## config.mk

```make
export PLATFORM = sky130hd
export DESIGN_NAME = scsa_ram
export DESIGN_NICKNAME = d
export VERILOG_FILES = /design/src/hdl/scsa_ram.sv
export SDC_FILE = /design/constraint.sdc
export NUM_CORES = 1
export LEC_CHECK = 0
export ABC_CLOCK_PERIOD_IN_PS = 5250
export BUFFER_PORTS_ARGS = -buffer_cell sky130_fd_sc_hd__buf_4
export CAP_MARGIN = 20
export CORE_MARGIN = 4
export CORE_UTILIZATION = 30
export CTS_CLUSTER_DIAMETER = 150
export CTS_CLUSTER_SIZE = 14
export DETAILED_ROUTE_END_ITERATION = 16
export PLACE_DENSITY_LB_ADDON = 0.05
export SKIP_LAST_GASP = 1
export SLEW_MARGIN = 15
export SYNTH_ARGS = -nofsm -noshare
export SYNTH_HDL_FRONTEND = slang
export SYNTH_SLANG_ARGS = --single-unit
```

## constraint.sdc

```tcl
create_clock -name clock -period 5.25 [get_ports clock]
set_input_delay 0.7875 -clock clock [delete_from_list [all_inputs] [get_ports clock]]
set_output_delay 0.7875 -clock clock [all_outputs]
set_load 0.02 [all_outputs]
```

## src/hdl/scsa_ram.sv

```systemverilog
// generic single write port ram with registered read
`default_nettype none

module scsa_ram #(
   parameter int WIDTH = 8,
   parameter int DEPTH = 16
) (
   input  wire logic                                   clock,
   input  wire logic                                   wr_en,
   input  wire logic [((DEPTH > 1) ? $clog2(DEPTH) : 1)-1:0] wr_addr,
   input  wire logic [WIDTH-1:0]                       wr_data,
   input  wire logic                                   rd_en,
   input  wire logic [((DEPTH > 1) ? $clog2(DEPTH) : 1)-1:0] rd_addr,
   output logic      [WIDTH-1:0]                       rd_data
);

   logic [WIDTH-1:0] mem_ff [DEPTH];

   // write port
   always_ff @(posedge clock) begin
      if (wr_en) begin
         mem_ff[wr_addr] <= wr_data;
      end
   end

   // registered read, holds while not enabled
   always_ff @(posedge clock) begin
      if (rd_en) begin
         rd_data <= mem_ff[rd_addr];
      end
   end

endmodule

`default_nettype wire

```

=== Yosys cells after proc, flatten, opt, wreduce, memory -nomap -nowiden ===
Memory sizes are Yosys's and may differ from the RTL's. A register that Yosys moved wholly into a read port is not among the register bits.
Index checks and enable logic that the tools add are counted.

* $add $sub $neg: 0
* $mul: 0
* Div/mod/pow operators: 0
* Order comparisons: 0
* Eq/ne operators: 0
* Shift-type cells: 0
* Muxes and demuxes: 2
* Bitwise gates (word level): 0
* Reductions and logical operators: 0

{| class="wikitable"
|+ Operator list
! cell !! number
|-
| $mux W1 || 2
|}

* Bits in registers: 0
* Latch bits: 0
* Bits in writable memories: 128
* Memory bits (read-only): 0
* Bits of input ports: 19
* Output and inout port bits: 8
* Memories kept: 1

{| class="wikitable"
|+ Memory list
! memory !! words !! width !! read ports !! clocked after Yosys merged registers in !! write ports !! line !! RTL
|-
| mem_ff || 16 || 8 || 1 || 1 || 1 || 17 || <nowiki>logic [WIDTH-1:0] mem_ff [DEPTH];</nowiki>
|}

=== Depth between registers and ports, before layout ===
Gate-level depths: netlist (run 1).

* Depth after elaboration: 2
* Gate-level depth with buffers: 5

=== Worst setup path after synthesis (run 1) ===
No wires, ideal clock.

* Path kind: input port to flip-flop
* Start: in wr_addr[2] in the netlist's numbering
* End: mem mem_ff[0][0], enable pin
* Data arrival time: 1.897 ns
* Required time: 4.867 ns
* Path slack: 2.970 ns
* Stages on the path: 2
* Path buffers: 0
* Cells stage by stage: or3b_2 -> nor3_1

{| class="wikitable"
|+ RTL lines
! element !! line !! RTL
|-
| from (decl) || 10 || <nowiki>input wire logic [((DEPTH > 1) ? $clog2(DEPTH) : 1)-1:0] wr_addr,</nowiki>
|-
| to (decl) || 17 ||
|}

Straight into the memory's write port.

==> run_results.csv, run 1 <==
group,metric,value,unit
setup_path,crit_chain,"buf_4 -> mux4_1 -> a22oi_1 -> nand2_1",
floorplan,initial_core_util,30.43,%
layout,multi_input_area,1057,µm²
layout,seqCellArea,4084,µm²
synthesis,synth_commonest_cells,"edfxtp_1, mux4_2, a22oi_1",
setup_path,slowest_delay,0.67,ns
synthesis,ys_warn_count,0,
floorplan,die-area,19600,µm²
timing,fin_crit_sh,43.00,%
grt,grtUsageTotal,12.03,%
floorplan,die_y,140.0,µm
layout,nets,288,
layout,drive_above_1_share,25.00,%
clock_network,cts_resized,0,
clock_network,cts_buffer_depth,2,
routing,drt-vias-per-instance,4.598,
floorplan,core,17180,µm²
timing,skew,0.005762,ns
floorplan,ios,27,
setup_path,cp_num_buf_inv,1,
timing,slew_headroom,32.76,%
timing,slew_viol_final,0,
grt,antenna_found_initial,0,
clock_network,ctsHtreeMaxLevel,4,
clock_network,cts_tree,"built",
layout,fillers,1613,
synthesis,synth_cell_type_count,18,
synthesis,ys_seq_elements,136,
synthesis,synth_nets,248,
synthesis,synth_edf_count,136,
timing,max_freq,443.0,MHz
setup_path,crit_slowest_cell,"mux4_1",
setup_path,worstPathRequired,5.40,ns
timing,grt_setup_unrepaired,"no",
synthesis,synth.most_common_cell,"edfxtp_1",
synthesis,synth_ff_type,"edfxtp_1",
clock_network,clock-root-buffer,"clkbuf_16",
timing,setup_tns,0,ns
routing,wl_per_cell,22.05,µm
timing,period_minus_slack,2.257,ns
grt,grt_overflow_total,0,
synthesis,synth_area_per_cell,22.83,µm²
run_status,status,"finished clean",
routing,drcViolationCount,0,
grt,grt_max_degree,33,
layout,finalInstanceArea,6133,µm²
worst_hold_path,holdCritPathClass,"primary input to flop",
power_and_ir_drop,cellPowerDensity,379.0,nW/µm²
clock_network,path_clk_slew,0.05,ns
clock_network,clk_latency,0.41,ns
clock_network,cts_num_sinks,136,
setup_path,path_class,"primary input to flop",
grt,grt_first_pass_wirelength,16490,µm
synthesis,yosysTopAreaCell,"edfxtp_1",
place,port_buffers,26,
floorplan,die_w,140.0,µm
floorplan,num_rows,48,
synthesis,synthTopCellsByArea,"edfxtp_1, mux4_2, mux4_1",
flow_run,maxCapViolCount,0,
grt,grt_pass1_vias,2472,
clock_network,cts_hold_buf,0,
routing,drt_iter0_drc,123,
routing,vias,2322,
synthesis,async_flop_share,0,%
place,post_dp_cell_area,5655,µm²
setup_path,end_kind,"flop",
setup_path,crit_path_start_kind,"primary input",
clock_network,cts_made_buffers,17,
timing,worstMarginPinSlew,1.005,ns
place,globalplace.congestion,0.6541,
routing,dr.pass1.iters,4,
layout,syn_to_final_growth,17.33,%
routing,ant_nets,0,
clock_network,cts_setup_buffers,0,
routing,drt_wl_total,11130,µm
setup_path,cp_top_family,"multiplexers",
synthesis,synthDominantCellAreaShare,78.12,%
place,dp_hpwl,7262,µm
synthesis,synth_area,5228,µm²
timing,setup_viol,0,
synthesis,synthCells,229,
timing,hold_violations,0,
setup_path,arrival,2.40,ns
synthesis,ys_seq_area_share,78.12,%
power_and_ir_drop,power_leakage,1.993,nW
layout,num_antenna_cells,0,
power_and_ir_drop,worst_ir_drop_vdd,223.3,µV
setup_path,path_max_fanout,32,
-- through the flow --
stage	std cells	total power, W	setup slack (ns)	util (%)	hold WS, ns
2_1_floorplan	229	0.001319	2.970	-	0.7048
3_3_place_gp	474	0.001378	2.565	32.88	0.7407
3_5_place_dp	475	0.001378	2.566	32.93	0.7370
5_1_grt	505	0.002418	2.887	35.71	0.6825
4_1_cts	505	0.002358	3.010	35.71	0.6722
6_report	505	0.002325	2.993	35.71	0.6864
-- final cells by class --
class	instances	area share (%)
Sequential cell	136	66.59
Multi-Input combinational cell	83	17.24
Clock buffer	22	7.242
Tap cell	225	4.590
Timing Repair Buffer	31	3.794
Clock inverter	8	0.5508
-- state kept, by name, indices dropped and copies added (netlist names) --
register  count
mem_ff      128
rd_data       8
-- final timing paths --
path,cells past startpoint,from,endpoint,slack (ns)
max,4,rd_addr[0],rd_data[2]$_DFFE_PP_,2.99
min,1,wr_data[3],mem_ff[5][3]$_DFFE_PP_,0.69
max reg2reg,3,mem_ff[1][1]$_DFFE_PP_,rd_data[1]$_DFFE_PP_,3.72
min reg2reg,3,mem_ff[15][4]$_DFFE_PP_,rd_data[4]$_DFFE_PP_,0.75
-- worst reg2reg max path, stage by stage (launching register included) --
cell and delay, ns:
edfxtp_1 0.36, mux4_1 0.51, a22oi_1 0.32, nand2_1 0.10
-- cell families after synthesis --
| kind of cell | Yosys count | share of synthesized area (%) |
|---|---|---|
| AO/OA/AOI/OAI | 16 | 2.298 |
| AND/OR/NAND/NOR | 35 | 3.136 |
| multiplexers | 32 | 14.79 |
| buffers and inverters | 10 | 1.651 |
| flip-flops | 136 | 78.12 |
-- per-layer routing --
layer,track usage (%),routed length (µm)
met1,16.18,5250
met2,18.49,5365
met3,4.029,376
met4,3.978,141
met5,0,0
-- layout by cell type, fill, tap and decap left out, drive strengths merged, types with 2 or more instances in the layout --
| master | netlist | final |
|---|---|---|
| nand2 | 9 | 9 |
| nand3b | 2 | 2 |
| clkinv | 0 | 8 |
| nand2b | 2 | 2 |
| clkbuf | 0 | 22 |
| edfxtp | 136 | 136 |
| nor2 | 13 | 13 |
| nor3 | 4 | 4 |
| a22oi | 16 | 16 |
| buf | 7 | 31 |
| mux4 | 32 | 32 |
-- report_power, final --
group / switching (W) / leakage [nW] / total [W] / internal, W
logic: 0.0000711 / 0.522 / 0.000121 / 0.0000495
registers: 0.00000617 / 1.24 / 0.00123 / 0.00122
clock network: 0.000388 / 0.235 / 0.000973 / 0.000585
total: 0.000466 / 1.99 / 0.00232 / 0.00186
No activity file was read; power rests on OpenSTA's default activity.
==> run 2, diff against run 1 <==
--- a/config.mk
+++ b/config.mk
@@ -5,7 +5,7 @@
 export SDC_FILE = /design/constraint.sdc
 export NUM_CORES = 1
 export LEC_CHECK = 0
-export ABC_CLOCK_PERIOD_IN_PS = 5250
+export ABC_CLOCK_PERIOD_IN_PS = 2300
 export BUFFER_PORTS_ARGS = -buffer_cell sky130_fd_sc_hd__buf_4
 export CAP_MARGIN = 20
 export CORE_MARGIN = 4
==> constraint.sdc (replaced) <==
create_clock -name clock -period 2.3 [get_ports clock]
set_input_delay 0.345 -clock clock [delete_from_list [all_inputs] [get_ports clock]]
set_output_delay 0.345 -clock clock [all_outputs]
set_load 0.02 [all_outputs]
==> run 2 against run 1 <==
- wire length about the same
- non-clock buffer count rose by 17
- sequential power grew 130%
- utilization grew 1.3 points
- flip-flop and latch count did not move
- combinational power is 140% higher
- worst hold slack worse by 0.46 ns
- cell area up 3.6%
- clock skew decreased by 0.00091 ns
==> run_results.csv, run 2 (synthesis results as in run 1) <==
group,metric,value,unit
routing,wl_per_cell,21.24,µm
clock_network,clock-root-buffer,"clkbuf_16",
grt,grt_pass1_vias,2559,
power_and_ir_drop,power_leakage,2.118,nW
routing,dr.pass1.iters,4,
layout,num_antenna_cells,0,
power_and_ir_drop,cellPowerDensity,882.9,nW/µm²
clock_network,cts_hold_buf,0,
setup_path,arrival,1.69,ns
clock_network,path_clk_slew,0.06,ns
layout,layout.cells.non_filler,524,
timing,max_freq,648.2,MHz
power_and_ir_drop,worst_ir_drop_vdd,505.9,µV
clock_network,ctsHtreeMaxLevel,4,
floorplan,die_y,140.0,µm
clock_network,cts_buffer_depth,2,
grt,antenna_found_initial,0,
floorplan,ios,27,
routing,drcViolationCount,0,
floorplan,die_w,140.0,µm
routing,ant_nets,0,
timing,worstMarginPinSlew,0.5965,ns
clock_network,clk_latency,0.41,ns
flow_run,maxCapViolCount,0,
timing,slew_viol_final,0,
setup_path,path_class,"flop to flop",
setup_path,path_max_fanout,1,
floorplan,num_rows,48,
grt,grt_max_degree,29,
timing,setup_viol,0,
layout,largest_reg_flops,128,
clock_network,cts_num_sinks,136,
place,port_buffers,26,
timing,slew_headroom,60.09,%
layout,fillers,1631,
clock_network,cts_made_buffers,17,
clock_network,cts_tree,"built",
timing,fin_crit_sh,67.08,%
timing,skew,0.004852,ns
setup_path,crit_path_start_kind,"flop",
floorplan,core,17180,µm²
timing,setup_tns,0,ns
layout,drive_above_1_share,30.43,%
timing,hold_violations,0,
run_status,status,"finished clean",
routing,drt_iter0_drc,87,
grt,grt_overflow_total,0,
place,dp_cells,492,
timing,period_minus_slack,1.543,ns
clock_network,cts_resized,0,
layout,final_cell_mix,"edfxtp_1, buf_4, mux4_2, clkbuf_16, a22oi_1",
routing,drt-vias-per-instance,4.639,
grt,grtUsageTotal,12.12,%
grt,grt_first_pass_wirelength,16780,µm
floorplan,die-area,19600,µm²
layout,reg_top3,"mem_ff: 128 flops, rd_data: 8 flops",
layout,nets,305,
layout,top_register,"mem_ff",
worst_hold_path,holdCritPathClass,"primary input to flop",
routing,drt_wl_total,11130,µm
layout,syn_to_final_growth,21.54,%
place,globalplace.congestion,0.6850,
layout,multi_input_area,1057,µm²
setup_path,end_kind,"flop",
routing,vias,2431,
setup_path,worstPathRequired,2.45,ns
floorplan,initial_core_util,30.43,%
clock_network,cts_setup_buffers,0,
timing,grt_setup_unrepaired,"no",
place,dp_hpwl,7321,µm
layout,seqCellArea,4084,µm²
layout,final_common_cell,"edfxtp_1",
==> run 2: changes by cell type in the layout (fill, tap and decap cells not counted), sizes merged <==
cell      previous run  this run
buf                 31        48
bufinv               0         2
clkbuf              22        20
clkinvlp             0         2
==> run 2: final timing paths <==
| check | start | endpoint | slack [ns] | depth (start not counted) |
|---|---|---|---|---|
| max | mem_ff[1][1]$_DFFE_PP_ | rd_data[1]$_DFFE_PP_ | 0.76 | 3 |
| min | rd_en | rd_data[4]$_DFFE_PP_ | 0.23 | 1 |
| max reg2reg | mem_ff[1][1]$_DFFE_PP_ | rd_data[1]$_DFFE_PP_ | 0.76 | 3 |
| min reg2reg | mem_ff[14][4]$_DFFE_PP_ | rd_data[4]$_DFFE_PP_ | 0.74 | 3 |
==> run 2: layout make-up <==
cell class / count / share of cell area [%]
Sequential cell: 136 / 64.28
Multi-Input combinational cell: 83 / 16.64
Tap cell: 225 / 4.431
Clock inverter: 12 / 1.713
Timing Repair Buffer: 48 / 6.065
Clock buffer: 20 / 6.873
==> run 2: worst max-delay path, cell delays in order, from the launching register on <==
cell,delay (ns)
edfxtp_1,0.36
mux4_1,0.51
a22oi_1,0.33
nand2_1,0.09
==> run 2: report_power, final <==
part / leakage (nW) / switching (W) / internal, W
registers: 1.24 / 0.0000114 / 0.00279
logic: 0.620 / 0.000167 / 0.000128
clock network: 0.261 / 0.000944 / 0.00157
==> run 2: layer usage <==
metal,share of wire (%),routed length (µm),vias up,global-route usage [%]
li1,-,-,1098,-
met1,48,5352,1270,16.79
met2,47,5238,51,18.21
met3,3.4,381,12,3.278
met4,1.4,161,0,4.895
met5,0,0,-,0
==> run 2: per-stage QoR <==
| stage | cell area (µm²) | hold slack [ns] | setup slack (ns) | utilization, % | power, W |
|---|---|---|---|---|---|
| after global routing | 6354 | 0.2144 | 0.6635 | 36.99 | 0.005827 |
| after CTS | 6354 | 0.2153 | 0.7558 | 36.99 | 0.005688 |
| after detailed placement | 5808 | 0.6561 | 0.3330 | 33.81 | 0.003161 |
| after global placement | 5808 | 0.6578 | 0.3602 | 33.81 | 0.003161 |
| after floorplan | 5228 | 0.4439 | 0.4621 | - | 0.003011 |
| final | 6354 | 0.2297 | 0.7573 | 36.99 | 0.005609 |
